<file path="src/rtl/core/prc_pkg.sv">
// ---------------------------------------------------------------------------
// prc_pkg
// shared types and constants of the paired read consensus block
// ---------------------------------------------------------------------------
package prc_pkg;

  localparam logic [7:0] GAP_BYTE = 8'h2D;
  localparam logic [7:0] N_BYTE   = 8'h4E;

  // mismatch rule codes
  localparam logic [1:0] WIN_FIRST  = 2'd1;
  localparam logic [1:0] WIN_SECOND = 2'd2;

  // configuration register indexes
  localparam logic CFG_WINNER = 1'b0;
  localparam logic CFG_TRIM   = 1'b1;

  localparam int unsigned CFG_DATA_W = 2;

  // command queue between front and back
  localparam int unsigned QUEUE_DEPTH = 2;

  // classified column handed from front to back
  typedef struct packed {
    logic [7:0] cons;
    logic       has;
    logic       hold;
    logic       last;
  } prc_cmd_t;

  typedef enum logic [2:0] {
    S_IDLE = 3'b001,
    S_EXEC = 3'b010,
    S_SEND = 3'b100
  } back_state_e;

endpackage

</file>
<file path="src/rtl/core/prc_in_if.sv">
// ---------------------------------------------------------------------------
// prc_in_if
// column channel: one byte of each read and the last-column mark
// ---------------------------------------------------------------------------
interface prc_in_if;
  logic       valid;
  logic       ready;
  logic [7:0] base_one;
  logic [7:0] base_two;
  logic       last_column;

  modport source (output valid, output base_one, output base_two, output last_column,
                  input ready);
  modport sink   (input valid, input base_one, input base_two, input last_column,
                  output ready);
endinterface

</file>
<file path="src/rtl/core/prc_out_if.sv">
// ---------------------------------------------------------------------------
// prc_out_if
// result channel: one consensus byte or a bare end marker
// ---------------------------------------------------------------------------
interface prc_out_if;
  logic       valid;
  logic       ready;
  logic [7:0] out_base;
  logic       base_present;
  logic       end_of_pair;
  logic       hold_overflow;

  modport source (output valid, output out_base, output base_present,
                  output end_of_pair, output hold_overflow, input ready);
  modport sink   (input valid, input out_base, input base_present,
                  input end_of_pair, input hold_overflow, output ready);
endinterface

</file>
<file path="src/rtl/core/prc_ram.sv">
// ---------------------------------------------------------------------------
// prc_ram
// generic single write port, single read port ram with registered read
// ---------------------------------------------------------------------------
module prc_ram #(
  parameter int unsigned Width = 8,
  parameter int unsigned Depth = 63,
  localparam int unsigned AddrW = (Depth > 1) ? $clog2(Depth) : 1
) (
  input  logic             clk_i,
  input  logic             we_i,
  input  logic [AddrW-1:0] waddr_i,
  input  logic [Width-1:0] wdata_i,
  input  logic             re_i,
  input  logic [AddrW-1:0] raddr_i,
  output logic [Width-1:0] rdata_o
);

  logic [Width-1:0] mem_q [Depth];
  logic [Width-1:0] rdata_q;

  always_ff @(posedge clk_i) begin
    if (we_i) begin
      mem_q[waddr_i] <= wdata_i;
    end
    if (re_i) begin
      rdata_q <= mem_q[raddr_i];
    end
  end

  assign rdata_o = rdata_q;

endmodule

</file>
<file path="src/rtl/core/prc_front.sv">
// ---------------------------------------------------------------------------
// prc_front
// takes columns, forms the consensus byte and classifies the column
// ---------------------------------------------------------------------------
module prc_front
  import prc_pkg::*;
(
  input  logic       clk_i,
  input  logic       rst_ni,
  prc_in_if.sink     in_if,
  input  logic [1:0] winner_i,
  input  logic       trim_i,
  input  logic       q_full_i,
  output logic       q_push_o,
  output prc_cmd_t   q_cmd_o
);

  logic       lead_q, lead_d;
  logic       lead_now;
  logic [7:0] cons;
  logic       b1_gap, b2_gap;

  assign b1_gap = (in_if.base_one == GAP_BYTE);
  assign b2_gap = (in_if.base_two == GAP_BYTE);

  always_comb begin
    priority if ((in_if.base_one == in_if.base_two) || b2_gap) begin
      cons = in_if.base_one;
    end else if (b1_gap) begin
      cons = in_if.base_two;
    end else if (winner_i == WIN_FIRST) begin
      cons = in_if.base_one;
    end else if (winner_i == WIN_SECOND) begin
      cons = in_if.base_two;
    end else begin
      cons = N_BYTE;
    end
  end

  assign lead_now = lead_q && b1_gap;

  assign in_if.ready = !q_full_i;
  assign q_push_o    = in_if.valid && !q_full_i;

  always_comb begin
    q_cmd_o.cons = cons;
    q_cmd_o.has  = (cons != GAP_BYTE) && !(trim_i && lead_now);
    q_cmd_o.hold = trim_i && b2_gap;
    q_cmd_o.last = in_if.last_column;
  end

  // leading run restarts after the final column of a pair
  always_comb begin
    lead_d = lead_q;
    if (q_push_o) begin
      lead_d = in_if.last_column ? 1'b1 : lead_now;
    end
  end

  always_ff @(posedge clk_i or negedge rst_ni) begin
    if (!rst_ni) begin
      lead_q <= 1'b1;
    end else begin
      lead_q <= lead_d;
    end
  end

endmodule

</file>
<file path="src/rtl/core/prc_queue.sv">
// ---------------------------------------------------------------------------
// prc_queue
// short command queue between the front and the back
// ---------------------------------------------------------------------------
module prc_queue
  import prc_pkg::*;
(
  input  logic     clk_i,
  input  logic     rst_ni,
  input  logic     push_i,
  input  prc_cmd_t cmd_i,
  output logic     full_o,
  input  logic     pop_i,
  output logic     valid_o,
  output prc_cmd_t cmd_o
);

  localparam int unsigned PtrW = (QUEUE_DEPTH > 1) ? $clog2(QUEUE_DEPTH) : 1;
  localparam int unsigned CntW = $clog2(QUEUE_DEPTH + 1);

  prc_cmd_t            slot_q [QUEUE_DEPTH];
  logic [PtrW-1:0]     wr_q, wr_d, rd_q, rd_d;
  logic [CntW-1:0]     cnt_q, cnt_d;

  assign full_o  = (cnt_q == CntW'(QUEUE_DEPTH));
  assign valid_o = (cnt_q != '0);
  assign cmd_o   = slot_q[rd_q];

  function automatic logic [PtrW-1:0] ptr_inc(input logic [PtrW-1:0] p);
    ptr_inc = (p == PtrW'(QUEUE_DEPTH - 1)) ? '0 : p + PtrW'(1);
  endfunction

  always_comb begin
    wr_d  = push_i ? ptr_inc(wr_q) : wr_q;
    rd_d  = pop_i  ? ptr_inc(rd_q) : rd_q;
    cnt_d = cnt_q + CntW'(push_i) - CntW'(pop_i);
  end

  always_ff @(posedge clk_i) begin
    if (push_i) begin
      slot_q[wr_q] <= cmd_i;
    end
  end

  always_ff @(posedge clk_i or negedge rst_ni) begin
    if (!rst_ni) begin
      wr_q  <= '0;
      rd_q  <= '0;
      cnt_q <= '0;
    end else begin
      wr_q  <= wr_d;
      rd_q  <= rd_d;
      cnt_q <= cnt_d;
    end
  end

  assert property (@(posedge clk_i) disable iff (!rst_ni) cnt_q <= CntW'(QUEUE_DEPTH))
    else $error("command queue count beyond depth");

endmodule

</file>
<file path="src/rtl/core/prc_back.sv">
// ---------------------------------------------------------------------------
// prc_back
// carries out commands: holds gapped runs, flushes them, drives results
// ---------------------------------------------------------------------------
module prc_back
  import prc_pkg::*;
#(
  parameter int unsigned HOLD_DEPTH = 63
) (
  input  logic     clk_i,
  input  logic     rst_ni,
  input  logic     q_valid_i,
  input  prc_cmd_t q_cmd_i,
  output logic     q_pop_o,
  prc_out_if.source out_if
);

  localparam int unsigned AddrW = (HOLD_DEPTH > 1) ? $clog2(HOLD_DEPTH) : 1;
  localparam int unsigned CntW  = $clog2(HOLD_DEPTH + 1);

  back_state_e     state_q, state_d;
  prc_cmd_t        cmd_q, cmd_d;
  logic [CntW-1:0] count_q, count_d;
  logic [CntW-1:0] idx_q, idx_d;
  logic            ovf_q, ovf_d;

  logic            ovalid_q, ovalid_d;
  logic [7:0]      obase_q, obase_d;
  logic            opres_q, opres_d;
  logic            oend_q, oend_d;
  logic            oovf_q, oovf_d;
  logic            out_free;

  logic            ram_we, ram_re;
  logic [AddrW-1:0] ram_waddr, ram_raddr;
  logic [7:0]      ram_rdata;

  logic            flush_more, flushed, do_store, full, emit_own, emit_bare, need_out;
  logic            load;

  prc_ram #(
    .Width (8),
    .Depth (HOLD_DEPTH)
  ) u_hold_ram (
    .clk_i   (clk_i),
    .we_i    (ram_we),
    .waddr_i (ram_waddr),
    .wdata_i (cmd_q.cons),
    .re_i    (ram_re),
    .raddr_i (ram_raddr),
    .rdata_o (ram_rdata)
  );

  assign out_free   = !ovalid_q || out_if.ready;
  assign flush_more = !cmd_q.hold && (idx_q != count_q);
  assign flushed    = !cmd_q.hold && (count_q != '0);
  assign do_store   = cmd_q.has && cmd_q.hold;
  assign full       = (count_q == CntW'(HOLD_DEPTH));
  assign emit_own   = cmd_q.has && !cmd_q.hold;
  assign emit_bare  = cmd_q.last && !flushed && !emit_own;
  assign need_out   = emit_own || emit_bare;
  assign ram_waddr  = count_q[AddrW-1:0];
  assign ram_raddr  = idx_q[AddrW-1:0];

  always_comb begin
    state_d = state_q;
    cmd_d   = cmd_q;
    count_d = count_q;
    idx_d   = idx_q;
    ovf_d   = ovf_q;
    q_pop_o = 1'b0;
    ram_we  = 1'b0;
    ram_re  = 1'b0;
    load    = 1'b0;
    obase_d = obase_q;
    opres_d = opres_q;
    oend_d  = oend_q;
    oovf_d  = oovf_q;

    unique case (state_q)
      S_IDLE: begin
        if (q_valid_i) begin
          q_pop_o = 1'b1;
          cmd_d   = q_cmd_i;
          state_d = S_EXEC;
        end
      end
      S_EXEC: begin
        if (flush_more) begin
          ram_re  = 1'b1;
          state_d = S_SEND;
        end else if (!need_out || out_free) begin
          if (do_store && !full) begin
            ram_we  = 1'b1;
            count_d = count_q + CntW'(1);
          end
          if (do_store && full) begin
            ovf_d = 1'b1;
          end
          if (!cmd_q.hold) begin
            count_d = '0;
          end
          if (need_out) begin
            load    = 1'b1;
            obase_d = emit_own ? cmd_q.cons : 8'h00;
            opres_d = emit_own;
            oend_d  = cmd_q.last;
            oovf_d  = cmd_q.last && (ovf_q || (do_store && full));
          end
          if (cmd_q.last) begin
            count_d = '0;
            ovf_d   = 1'b0;
          end
          idx_d   = '0;
          state_d = S_IDLE;
        end
      end
      S_SEND: begin
        if (out_free) begin
          load    = 1'b1;
          obase_d = ram_rdata;
          opres_d = 1'b1;
          oend_d  = cmd_q.last && !cmd_q.has && ((idx_q + CntW'(1)) == count_q);
          oovf_d  = cmd_q.last && !cmd_q.has && ((idx_q + CntW'(1)) == count_q) && ovf_q;
          idx_d   = idx_q + CntW'(1);
          state_d = S_EXEC;
        end
      end
      default: begin
        state_d = S_IDLE;
      end
    endcase

    if (load) begin
      ovalid_d = 1'b1;
    end else if (out_if.ready) begin
      ovalid_d = 1'b0;
    end else begin
      ovalid_d = ovalid_q;
    end
  end

  always_ff @(posedge clk_i or negedge rst_ni) begin
    if (!rst_ni) begin
      state_q  <= S_IDLE;
      count_q  <= '0;
      idx_q    <= '0;
      ovf_q    <= 1'b0;
      ovalid_q <= 1'b0;
    end else begin
      state_q  <= state_d;
      count_q  <= count_d;
      idx_q    <= idx_d;
      ovf_q    <= ovf_d;
      ovalid_q <= ovalid_d;
    end
  end

  always_ff @(posedge clk_i) begin
    cmd_q   <= cmd_d;
    obase_q <= obase_d;
    opres_q <= opres_d;
    oend_q  <= oend_d;
    oovf_q  <= oovf_d;
  end

  assign out_if.valid         = ovalid_q;
  assign out_if.out_base      = obase_q;
  assign out_if.base_present  = opres_q;
  assign out_if.end_of_pair   = oend_q;
  assign out_if.hold_overflow = oovf_q;

  assert property (@(posedge clk_i) disable iff (!rst_ni) count_q <= CntW'(HOLD_DEPTH))
    else $error("hold count beyond store depth");

  assert property (@(posedge clk_i) disable iff (!rst_ni) idx_q <= count_q)
    else $error("flush index passed hold count");

  assert property (@(posedge clk_i) disable iff (!rst_ni)
                   (state_q == S_SEND) |-> $past(state_q == S_EXEC || state_q == S_SEND))
    else $error("flush send without a preceding read");

endmodule

</file>
<file path="src/rtl/core/paired_read_consensus_top.sv">
// ---------------------------------------------------------------------------
// paired_read_consensus_top
// streaming consensus of two aligned reads, one column per word
// ---------------------------------------------------------------------------
//
//  channel   dir  handshake        payload
//  in_if     in   valid / ready    base_one, base_two, last_column
//  out_if    out  valid / ready    out_base, base_present, end_of_pair, hold_overflow
//  cfg       in   cfg_we_i         cfg_idx_i, cfg_data_i (no read-back)
//
//  the back end pops a column's command in idle and acts on it in exec; each
//  held base flushed ahead of it adds a hold ram read, then a result register
//  load, set by the single ram read port
//  a two-deep command queue lets the front take columns while a flush runs
//  reset clears all control state at once; the hold ram needs no clearing
//  pass, only entries below the hold count are ever read
//  a stalled result holds in the output register; the back waits on it

module paired_read_consensus_top
  import prc_pkg::*;
#(
  parameter int unsigned HOLD_DEPTH = 63
) (
  input  logic                  clk_i,
  input  logic                  rst_ni,
  prc_in_if.sink                in_if,
  prc_out_if.source             out_if,
  input  logic                  cfg_we_i,
  input  logic                  cfg_idx_i,
  input  logic [CFG_DATA_W-1:0] cfg_data_i
);

  // configuration registers
  logic [1:0] winner_q, winner_d;
  logic       trim_q, trim_d;

  // front to queue
  logic       q_push, q_full;
  prc_cmd_t   push_cmd;

  // queue to back
  logic       q_pop, q_valid;
  prc_cmd_t   pop_cmd;

  always_comb begin
    winner_d = winner_q;
    trim_d   = trim_q;
    if (cfg_we_i) begin
      unique case (cfg_idx_i)
        CFG_WINNER: winner_d = cfg_data_i[1:0];
        CFG_TRIM:   trim_d   = cfg_data_i[0];
        default:    ;
      endcase
    end
  end

  always_ff @(posedge clk_i or negedge rst_ni) begin
    if (!rst_ni) begin
      winner_q <= 2'd0;
      trim_q   <= 1'b0;
    end else begin
      winner_q <= winner_d;
      trim_q   <= trim_d;
    end
  end

  // front: consensus byte, leading overhang tracking, hold decision
  prc_front u_front (
    .clk_i    (clk_i),
    .rst_ni   (rst_ni),
    .in_if    (in_if),
    .winner_i (winner_q),
    .trim_i   (trim_q),
    .q_full_i (q_full),
    .q_push_o (q_push),
    .q_cmd_o  (push_cmd)
  );

  // decouples column intake from flush bursts
  prc_queue u_queue (
    .clk_i   (clk_i),
    .rst_ni  (rst_ni),
    .push_i  (q_push),
    .cmd_i   (push_cmd),
    .full_o  (q_full),
    .pop_i   (q_pop),
    .valid_o (q_valid),
    .cmd_o   (pop_cmd)
  );

  // back: hold store, flush sequencing and result register
  prc_back #(
    .HOLD_DEPTH (HOLD_DEPTH)
  ) u_back (
    .clk_i     (clk_i),
    .rst_ni    (rst_ni),
    .q_valid_i (q_valid),
    .q_cmd_i   (pop_cmd),
    .q_pop_o   (q_pop),
    .out_if    (out_if)
  );

endmodule

</file>
<file path="src/flat_wrapper.sv">
// flat-port wrapper written by rule: the top's interface ports become plain ports
module paired_read_consensus_top_flat import prc_pkg::*;
#(
  parameter int unsigned HOLD_DEPTH = 63
)
  (clk_i, rst_ni, cfg_we_i, cfg_idx_i, cfg_data_i, in_if_valid, in_if_base_one, in_if_base_two, in_if_last_column, in_if_ready, out_if_valid, out_if_out_base, out_if_base_present, out_if_end_of_pair, out_if_hold_overflow, out_if_ready);
  prc_in_if in_if_i ();
  prc_out_if out_if_i ();
  input  logic clk_i;
  input  logic rst_ni;
  input  logic cfg_we_i;
  input  logic cfg_idx_i;
  input  logic [CFG_DATA_W-1:0] cfg_data_i;
  input wire logic [$bits(in_if_i.valid)-1:0] in_if_valid;
  input wire logic [$bits(in_if_i.base_one)-1:0] in_if_base_one;
  input wire logic [$bits(in_if_i.base_two)-1:0] in_if_base_two;
  input wire logic [$bits(in_if_i.last_column)-1:0] in_if_last_column;
  output wire logic [$bits(in_if_i.ready)-1:0] in_if_ready;
  output wire logic [$bits(out_if_i.valid)-1:0] out_if_valid;
  output wire logic [$bits(out_if_i.out_base)-1:0] out_if_out_base;
  output wire logic [$bits(out_if_i.base_present)-1:0] out_if_base_present;
  output wire logic [$bits(out_if_i.end_of_pair)-1:0] out_if_end_of_pair;
  output wire logic [$bits(out_if_i.hold_overflow)-1:0] out_if_hold_overflow;
  input wire logic [$bits(out_if_i.ready)-1:0] out_if_ready;
  assign in_if_i.valid = in_if_valid;
  assign in_if_i.base_one = in_if_base_one;
  assign in_if_i.base_two = in_if_base_two;
  assign in_if_i.last_column = in_if_last_column;
  assign in_if_ready = in_if_i.ready;
  assign out_if_valid = out_if_i.valid;
  assign out_if_out_base = out_if_i.out_base;
  assign out_if_base_present = out_if_i.base_present;
  assign out_if_end_of_pair = out_if_i.end_of_pair;
  assign out_if_hold_overflow = out_if_i.hold_overflow;
  assign out_if_i.ready = out_if_ready;
  paired_read_consensus_top #(.HOLD_DEPTH(HOLD_DEPTH)) u_core (.clk_i(clk_i), .rst_ni(rst_ni), .in_if(in_if_i), .out_if(out_if_i), .cfg_we_i(cfg_we_i), .cfg_idx_i(cfg_idx_i), .cfg_data_i(cfg_data_i));
endmodule
</file>
<file path="config.mk">
export PLATFORM = sky130hd
export DESIGN_NAME = paired_read_consensus_top_flat
export DESIGN_NICKNAME = d
export VERILOG_FILES = /design/src/rtl/core/prc_pkg.sv /design/src/rtl/core/prc_in_if.sv /design/src/rtl/core/prc_out_if.sv /design/src/rtl/core/prc_ram.sv /design/src/rtl/core/prc_front.sv /design/src/rtl/core/prc_queue.sv /design/src/rtl/core/prc_back.sv /design/src/rtl/core/paired_read_consensus_top.sv /design/src/flat_wrapper.sv
export SDC_FILE = /design/constraint.sdc
export NUM_CORES = 1
export LEC_CHECK = 0
export ABC_AREA = 1
export BUFFER_PORTS_ARGS = -buffer_cell sky130_fd_sc_hd__buf_2
export CORE_ASPECT_RATIO = 0.75
export CORE_UTILIZATION = 45
export DETAILED_ROUTE_END_ITERATION = 12
export GPL_ROUTABILITY_DRIVEN = 0
export PLACE_DENSITY = 0.65
export SLEW_MARGIN = 20
export SYNTH_ARGS = -nofsm -noshare
export SYNTH_HDL_FRONTEND = slang
export SYNTH_SLANG_ARGS = --single-unit
export TNS_END_PERCENT = 10
</file>
<file path="constraint.sdc">
create_clock -name clk_i -period 3.4 [get_ports clk_i]
set_clock_uncertainty 0.15 [all_clocks]
set_input_delay 0.34 -clock clk_i [delete_from_list [all_inputs] [get_ports clk_i]]
set_output_delay 0.34 -clock clk_i [all_outputs]
set_load 0.005 [all_outputs]
</file>
==> results.rst, run 1 <==
.. list-table::
   :header-rows: 1

   * - Metric
     - Value
   * - H-tree depth
     - 2
   * - Number of register bits inferred by synthesis
     - just under 600
   * - Post-route minimum period
     - 3.058 ns
   * - RR Endpoint
     - u_core.u_back.u_hold_ram.mem_q[40][7]$_DFFE_PP_
   * - Post-Route WL
     - 62.97 mm
   * - Unrepaired setup endpoints after global routing
     - false
   * - Slew Limit Fails
     - 0
   * - Placed Area
     - around 26,000 sq um
   * - Synthesized-area fraction occupied by ao, oa, aoi and oai cells
     - around a tenth
   * - Width of the die
     - 269.7 microns
   * - Slack of the worst reg-to-reg path
     - between 0.3 and 0.4 ns
   * - Depth of the worst register-to-register path
     - 11
   * - Fin cells
     - 2,902
   * - Post-DR vias/cell
     - 5.756
   * - Worst hold path depth
     - 5
   * - Required time of the critical path
     - 3.47 ns
   * - Gr usage total
     - 22.78%
   * - Number of nets in the final layout
     - approximately 2,200
   * - Syn nets
     - approximately 2,100
   * - Sequential share of the synthesized area
     - between 70% and 80%
   * - Utilization of the core after routing
     - 52.37%
   * - Floorplan die height
     - 202.8 microns
   * - Fmax achieved
     - 327.0 MHz
   * - Leak
     - 9.845 nW
   * - Number of detailed-route iterations in the first pass
     - 6
   * - Total core area
     - 53,070 sq um
   * - Cell type contributing the most total cell area after synthesis
     - sky130_fd_sc_hd__edfxtp_1
   * - Diode insertion count for antenna repair
     - 0
   * - Leftover overflow at the end of global routing
     - 0
   * - Path class of the lowest-slack min-delay path
     - in2reg
   * - Routed via count
     - 16,710
   * - Max IR drop VDD
     - 0.0003646 V
   * - Post-DP HPWL
     - 37.57 mm
   * - Max-Slew Margin vs Limit
     - 24.69%
   * - Largest fanout of any net on the critical path
     - 16
   * - Final setup vio count
     - 0
   * - Count of warnings emitted by yosys
     - 0
   * - Min-Delay Endpoint
     - u_core.u_queue.slot_q[1][5]$_DFFE_PP_
   * - Iteration-0 DRC Markers
     - about 2,300
   * - Synthesized-area fraction occupied by and/or/nand/nor cells
     - 14.20%
   * - CTS clock-pin slew for the worst setup and hold paths
     - 0.06 ns
   * - I/O pin count
     - 38
   * - Unique cell type count in the Yosys netlist
     - 44
   * - Status
     - finished clean
   * - Vias in the first global route
     - 15,990
   * - Synthesized area
     - ~24,000 sq um
   * - CP Data Arrival Time
     - 3.13 ns
   * - Adder and majority cell fraction of the synthesized area
     - 0.2586%
   * - Antenna-violating nets left
     - 0
   * - Initial antenna violation count
     - 0
   * - Startpoint of the worst hold path
     - in_if_base_one[2]
   * - Share of cell area taken by muxes after synthesis
     - 0.5120%
   * - Transition time at the pin with the least slew margin
     - between 1 and 1.5 ns
   * - Maximum buffer depth of the clock tree
     - 3
   * - Placed insts
     - 2,788
   * - Reg-to-reg startpoint
     - u_core.u_back.count_q[0]$_DFFE_PN0P_
   * - CTS Sinks
     - roughly 580
   * - Wire length per cell after detailed routing
     - 21.70 microns
   * - Post CTS Setup Buffer Count
     - 0
   * - TritonCTS clock tree
     - built
   * - Final hold viol count
     - 0
   * - Critical path class
     - reg2reg
   * - Design Power
     - 22.00 mW
   * - Final worst path period share
     - about nine tenths
   * - Max capacitance violation total
     - 0
   * - Standard-cell rows
     - 73
   * - First-pass GRT wire length
     - between 90 and 100 mm
   * - Syn avg cell area
     - 11.76 sq um
   * - DIE AREA
     - 54,700 sq um
   * - Gate count of the mapped netlist
     - 2,057
   * - Most numerous cell types in the synthesized netlist
     - 556 x sky130_fd_sc_hd__edfxtp_1, 373 x sky130_fd_sc_hd__nand2_1, 302 x sky130_fd_sc_hd__nor2_1
   * - Fin Setup TNS
     - 0 ns
   * - Dominant synthesized flop cell
     - sky130_fd_sc_hd__edfxtp_1
   * - Parity-gate share of the synthesized area counting xor and xnor cells
     - 0.6517%
   * - Area contributors post-synth
     - sky130_fd_sc_hd__edfxtp_1 69%, sky130_fd_sc_hd__nand2_1 5.8%, sky130_fd_sc_hd__o21ai_0 5.3%
   * - DRC viols
     - 0
   * - Async SR Flop Fraction
     - between 4 and 5%
   * - Starting utilization of the core area
     - 45.59%
   * - Area share of the largest cell type after synthesis
     - 69.01%
   * - Most instantiated library cell after synthesis
     - sky130_fd_sc_hd__edfxtp_1
   * - Count of input and output buffers
     - 37
   * - Root buffer selected by CTS
     - sky130_fd_sc_hd__clkbuf_16
   * - Dominant combinational cell family by area after synthesis
     - simple AND/OR/NAND/NOR gates
   * - Launching element type of the critical path
     - flop
   * - Area overhead of the layout relative to synthesis
     - 14.87%
   * - Skew-Pair Late Insertion Delay
     - around 0.60 ns
   * - Power density relative to cell area
     - 791.8 nW/um^2
   * - Post-synth EDFFs
     - 556
   * - Fraction of final layout cells sized beyond drive strength 1
     - 12.47%
   * - Critical Path End Type
     - flop
   * - Inserted Clock Buffers
     - 53
   * - Pin count of the biggest net entering global routing
     - 123
   * - Area of all placed cells without fillers
     - 27,790 sq um
==> worst max-delay path, cell delays in order, from the launching register on <==
cell and delay [ns]:
sky130_fd_sc_hd__dfrtp_1 0.50, sky130_fd_sc_hd__inv_1 0.22, sky130_fd_sc_hd__ha_1 0.25, sky130_fd_sc_hd__nand2_1 0.09
sky130_fd_sc_hd__o21ai_2 0.06, sky130_fd_sc_hd__nand2_1 0.07, sky130_fd_sc_hd__nand2_2 0.08, sky130_fd_sc_hd__nand2_2 0.10
sky130_fd_sc_hd__nand2_2 0.09, sky130_fd_sc_hd__nor2_8 0.19, sky130_fd_sc_hd__nand2_4 0.27, sky130_fd_sc_hd__nor3_2 0.61
==> final cells by class <==
class / count / area (sq um)
inverters: 62 / 237.7
flip-flops and latches: 581 / 17330
repair buffers: 153 / 1231
fillers: 4468 / 25280
well taps: 712 / 890.9
clock inverters: 34 / 561.8
clock buffers: 65 / 1414
multi-input cells: 1295 / 6121
==> registers in the layout, summed over array words and instances (netlist names), 2 cells and up <==
name                              count
u_core.u_back.state_q                 3
u_core.u_queue.slot_q                22
u_core.u_queue.cnt_q                  2
u_core.u_back.u_hold_ram.mem_q      504
u_core.u_back.u_hold_ram.rdata_o      8
u_core.u_back.out_if.out_base         8
u_core.winner_q                       2
u_core.u_back.cmd_q                  11
u_core.u_back.count_q                 6
u_core.u_back.idx_q                   6
==> logic make-up after synthesis <==
logic type	Yosys count
XOR/XNOR	18
AND/OR/NAND/NOR	829
adder cells (fa/ha/maj)	5
multiplexers	11
buffers and inverters	181
AO/OA/AOI/OAI	432
flip-flops	581
==> worst max path at each step <==
stage / from / endpoint / slack, ns
2_1_floorplan: u_core.u_back.count_q[0]$_DFFE_PN0P_ / u_core.u_back.u_hold_ram.mem_q[29][0]$_DFFE_PP_ / 0.57
3_3_place_gp: u_core.u_back.count_q[0]$_DFFE_PN0P_ / u_core.u_back.u_hold_ram.mem_q[40][6]$_DFFE_PP_ / 0.45
3_5_place_dp: u_core.u_back.count_q[0]$_DFFE_PN0P_ / u_core.u_back.u_hold_ram.mem_q[40][6]$_DFFE_PP_ / 0.32
4_1_cts: u_core.u_back.count_q[0]$_DFFE_PN0P_ / u_core.u_back.u_hold_ram.mem_q[40][7]$_DFFE_PP_ / 0.31
5_1_grt: u_core.u_back.count_q[0]$_DFFE_PN0P_ / u_core.u_back.u_hold_ram.mem_q[40][7]$_DFFE_PP_ / 0.1
6_report: u_core.u_back.count_q[0]$_DFFE_PN0P_ / u_core.u_back.u_hold_ram.mem_q[40][7]$_DFFE_PP_ / 0.34
==> timing repair <==
action	CTS	global route
endpoints found under the hold margin	41	0
hold buffers	15	0
gates resized for setup	0	0
setup endpoints to repair	0	0
==> layer usage <==
metal / global-route usage, % / vias to the layer above / wire, microns
met5: 0 / - / 0
met4: 5.702 / 0 / 1279
met3: 4.743 / 99 / 6072
met2: 35.11 / 870 / 28460
met1: 33.05 / 8202 / 27160
li1: - / 7534 / -
==> through the flow <==
step | hold slack, ns | setup WS [ns]
after floorplan | -0.1056 | 0.5722
after global placement | 0.2280 | 0.4460
after detailed placement | 0.2368 | 0.3193
after CTS | 0.04226 | 0.3094
after global routing | 0.08135 | 0.09970
final | 0.06562 | 0.3423
==> power breakdown <==
part	internal, mW	switching (mW)	total, mW
registers	9.13	0.647	9.77
logic	1.53	3.95	5.48
clock network	4.10	2.64	6.74
total	14.8	7.24	22.0
==> layout by cell type (no fill, tap or decap), types with 20 or more instances in the layout <==
master and n:
sky130_fd_sc_hd__a21oi_1 27, sky130_fd_sc_hd__buf_2 37, sky130_fd_sc_hd__buf_4 90, sky130_fd_sc_hd__clkbuf_16 55
sky130_fd_sc_hd__dfrtp_1 20, sky130_fd_sc_hd__edfxtp_1 556, sky130_fd_sc_hd__inv_1 52, sky130_fd_sc_hd__nand2_1 373
sky130_fd_sc_hd__nand3_1 93, sky130_fd_sc_hd__nor2_1 302, sky130_fd_sc_hd__nor3_1 28, sky130_fd_sc_hd__o21ai_0 256
sky130_fd_sc_hd__o21ai_1 24, sky130_fd_sc_hd__o22ai_1 111
Power figures use the tool's default switching activity.
==> run 2, diff against run 1 <==
ABC_AREA = not set   (was 1)
==> run 2 against run 1 <==
Compared with the run above: non-clock buffer count grew 6; die area fell by 4.4%; combinational power shrank 47%; sequential power fell by 5.2%; hold slack got worse by 0.031 ns; critical path depth shrank 4; design area shrank 4.0%; flip-flop and latch count is the same; power fell by 17%; clock power shrank 10%; highest routed layer unchanged; largest power group unchanged.
==> results.rst, run 2 <==
.. list-table::
   :header-rows: 1

   * - Metric
     - Value
   * - CTS clock-pin slew for the worst setup and hold paths
     - 0.06 ns
   * - Most instantiated library cell after synthesis
     - sky130_fd_sc_hd__edfxtp_1
   * - Register with the most flip-flops
     - u_core.u_back.u_hold_ram.mem_q
   * - Most frequent cells in the layout
     - 556 x sky130_fd_sc_hd__edfxtp_1, 160 x sky130_fd_sc_hd__mux4_2, 99 x sky130_fd_sc_hd__buf_4
   * - Leak
     - 8.435 nW
   * - Reg-to-reg startpoint
     - u_core.u_back.idx_q[1]$_DFFE_PN0P_
   * - Total core area
     - 50,460 sq um
   * - Number of detailed-route iterations in the first pass
     - 5
   * - Unrepaired setup endpoints after global routing
     - false
   * - Root buffer selected by CTS
     - sky130_fd_sc_hd__clkbuf_16
   * - Wire length per cell after detailed routing
     - 25.41 microns
   * - Gate count of the mapped netlist
     - between 1,000 and 1,500
   * - Starting utilization of the core area
     - 45.83%
   * - Transition time at the pin with the least slew margin
     - 0.9122 ns
   * - CP Data Arrival Time
     - 3.19 ns
   * - Slack of the worst reg-to-reg path
     - 0.35 ns
   * - Count of input and output buffers
     - 37
   * - Post-DR vias/cell
     - 5.754
   * - Slew Limit Fails
     - 0
   * - H-tree depth
     - 2
   * - DIE AREA
     - ~52,000 sq um
   * - Crit. Startpoint
     - u_core.u_back.idx_q[1]$_DFFE_PN0P_
   * - Skew-Pair Late Insertion Delay
     - 0.59 ns
   * - Net switching share of the total power
     - 25.12%
   * - Fill cell total of the finished layout
     - between 3,000 and 4,000
   * - Area overhead of the layout relative to synthesis
     - 15.32%
   * - Critical path class
     - reg2reg
   * - DRC viols
     - 0
   * - Largest register FFs
     - 504
   * - Async SR Flop Fraction
     - 4.303%
   * - Leftover overflow at the end of global routing
     - 0
   * - Max capacitance violation total
     - 0
   * - CTS Sinks
     - approximately 580
   * - Status
     - finished clean
   * - First-pass GRT wire length
     - 74.70 mm
   * - Final setup vio count
     - 0
   * - Area share of the largest cell type after synthesis
     - between 70 and 80%
   * - Pin count of the biggest net entering global routing
     - 65
   * - Post-Route WL
     - 50.41 mm
   * - Internal cell power
     - 13.66 mW
   * - Dominant synthesized flop cell
     - sky130_fd_sc_hd__edfxtp_1
   * - Area contributors post-synth
     - sky130_fd_sc_hd__edfxtp_1 72%, sky130_fd_sc_hd__mux4_2 16%, sky130_fd_sc_hd__dfrtp_1 2.5%
   * - Sequential share of the synthesized area
     - 74.92%
   * - Power density relative to cell area
     - 683.9 nW/um^2
   * - Count of warnings emitted by yosys
     - 0
   * - Synthesized area
     - approximately 23,000 sq um
   * - Fin Setup TNS
     - 0 ns
   * - Max-Slew Margin vs Limit
     - 38.96%
   * - Portion of total power attributed to the clock network
     - 33.2%
   * - Launching element type of the critical path
     - flop
   * - Share of power burned in registers
     - approximately 51%
   * - Routed via count
     - ~11,000
   * - Floorplan die height
     - 198.3 microns
   * - Fraction of final layout cells sized beyond drive strength 1
     - 30.52%
   * - Critical Path End Type
     - flop
   * - Max IR drop VDD
     - 0.0004185 V
   * - Syn nets
     - about 1,200
   * - Fmax achieved
     - 327.7 MHz
   * - Initial antenna violation count
     - 3
   * - Unique cell type count in the Yosys netlist
     - 49
   * - Number of register bits inferred by synthesis
     - 581
   * - Maximum buffer depth of the clock tree
     - 3
   * - Post CTS Setup Buffer Count
     - 0
   * - I/O pin count
     - 38
   * - Antenna-violating nets left
     - 0
   * - Final worst path period share
     - 89.76%
   * - Post-route minimum period
     - 3.052 ns
   * - Post-DP HPWL
     - approximately 32 mm
   * - Largest registers ranked by flip-flop count
     - u_core.u_back.u_hold_ram.mem_q x504, u_core.u_queue.slot_q x22, u_core.u_back.cmd_q x11
   * - TritonCTS clock tree
     - built
   * - Most numerous cell types in the synthesized netlist
     - 556 x sky130_fd_sc_hd__edfxtp_1, 160 x sky130_fd_sc_hd__mux4_2, 77 x sky130_fd_sc_hd__nor2_1
   * - Psw
     - 4.582 mW
   * - Path class of the lowest-slack min-delay path
     - in2reg
   * - Inserted Clock Buffers
     - 52
   * - Most common cell after layout, fill and taps aside
     - sky130_fd_sc_hd__edfxtp_1
   * - RR Endpoint
     - u_core.u_back.u_hold_ram.mem_q[20][6]$_DFFE_PP_
   * - Diode insertion count for antenna repair
     - 0
   * - Share of total power in combinational logic
     - 16.0%
   * - Depth of the worst register-to-register path
     - 7
   * - Gr usage total
     - 19.69%
   * - Utilization of the core after routing
     - 52.85%
   * - Final hold viol count
     - 0
   * - Largest fanout of any net on the critical path
     - 24
   * - Width of the die
     - 263.8 microns
   * - Number of nets in the final layout
     - 1,314
   * - Iteration-0 DRC Markers
     - 1,215
   * - Vias in the first global route
     - 11,320
   * - Standard-cell rows
     - 71
   * - Capturing element of the worst setup path
     - u_core.u_back.u_hold_ram.mem_q[20][6]$_DFFE_PP_
   * - Syn avg cell area
     - 20.48 sq um
   * - Post-synth EDFFs
     - 556
   * - Required time of the critical path
     - 3.54 ns
   * - Cell type contributing the most total cell area after synthesis
     - sky130_fd_sc_hd__edfxtp_1
==> run 2: metal layers <==
layer / part of all wire, % / track usage, % / vias to the layer above
li1: - / - / 4947
met1: 44 / 28.94 / 5996
met2: 46 / 29.31 / 407
met3: 8.9 / 5.733 / 65
met4: 1.7 / 4.199 / 0
met5: 0 / 0 / -
==> run 2: power by group through the flow <==
stage / registers, mW / clock network, mW / logic (mW)
after floorplan: 9.74 / 0 / 1.47
after global placement: 9.43 / 0 / 2.82
after detailed placement: 9.45 / 0 / 2.90
after CTS: 9.29 / 6.16 / 2.91
after global routing: 9.29 / 6.43 / 3.18
final: 9.26 / 6.06 / 2.92
==> run 2: critical path: stages, from the launching register on <==
cell                       delay (ns)
sky130_fd_sc_hd__dfrtp_4         0.66
sky130_fd_sc_hd__xor2_1          0.23
sky130_fd_sc_hd__nor2_1          0.17
sky130_fd_sc_hd__a31oi_1         0.15
sky130_fd_sc_hd__a211oi_1        0.40
sky130_fd_sc_hd__nand2_1         0.47
sky130_fd_sc_hd__nor2_1          0.30
sky130_fd_sc_hd__buf_4           0.21
==> run 2: worst min-delay path by stage <==
| stage | startpoint | end | depth (start not counted) |
|---|---|---|---|
| 3_5_place_dp | rst_ni | u_core.winner_q[1]$_DFFE_PN0P_ | 1 |
| 4_1_cts | in_if_base_one[6] | u_core.u_queue.slot_q[1][9]$_DFFE_PP_ | 2 |
| 3_3_place_gp | rst_ni | u_core.winner_q[1]$_DFFE_PN0P_ | 1 |
| 6_report | in_if_base_two[2] | u_core.u_queue.slot_q[1][5]$_DFFE_PP_ | 2 |
| 5_1_grt | in_if_base_one[6] | u_core.u_queue.slot_q[1][9]$_DFFE_PP_ | 2 |
| 2_1_floorplan | rst_ni | u_core.trim_q$_DFFE_PN0P_ | 0 |
==> run 2: area by class of cell <==
class / instances / area [sq um] / area share [%]
well taps: 657 / 822.0 / 3.083
multi-input cells: 475 / 5466 / 20.50
inverters: 15 / 56.30 / 0.2111
flip-flops and latches: 581 / 17330 / 65.00
repair buffers: 159 / 1230 / 4.612
clock inverters: 38 / 410.4 / 1.539
clock buffers: 59 / 1349 / 5.058
==> run 2: logic make-up after synthesis <==
kind of cell / count (synthesis) / share of synthesized area (%)
flops: 581 / 74.92
fa+ha+maj: 5 / 0.2705
simple gates: 198 / 3.933
xor+xnor: 22 / 0.8333
buf+inv: 73 / 1.466
compound gates: 67 / 1.926
mux: 183 / 16.65
==> run 2: through the flow <==
| step | instances | worst slack [ns] | instance area (sq um) | hold WS, ns | total power [mW] |
|---|---|---|---|---|---|
| finish | 1984 | 0.3483 | 26670 | 0.03491 | 18.24 |
| detailed placement | 1871 | 0.3659 | 24750 | 0.2683 | 12.35 |
| global route | 1984 | 0.1893 | 26670 | 0.01426 | 18.90 |
| floorplan | 1129 | 0.6026 | 23120 | -0.1056 | 11.22 |
| CTS | 1983 | 0.3609 | 26660 | 0.0005108 | 18.37 |
| global placement | 1871 | 0.3836 | 24750 | 0.2616 | 12.25 |
==> run 2: what timing repair did <==
action,4_1_cts,5_1_grt
endpoints found under the setup margin,0,0
gates resized for setup,0,0
hold endpoints to repair,35,0
hold buffers,15,0
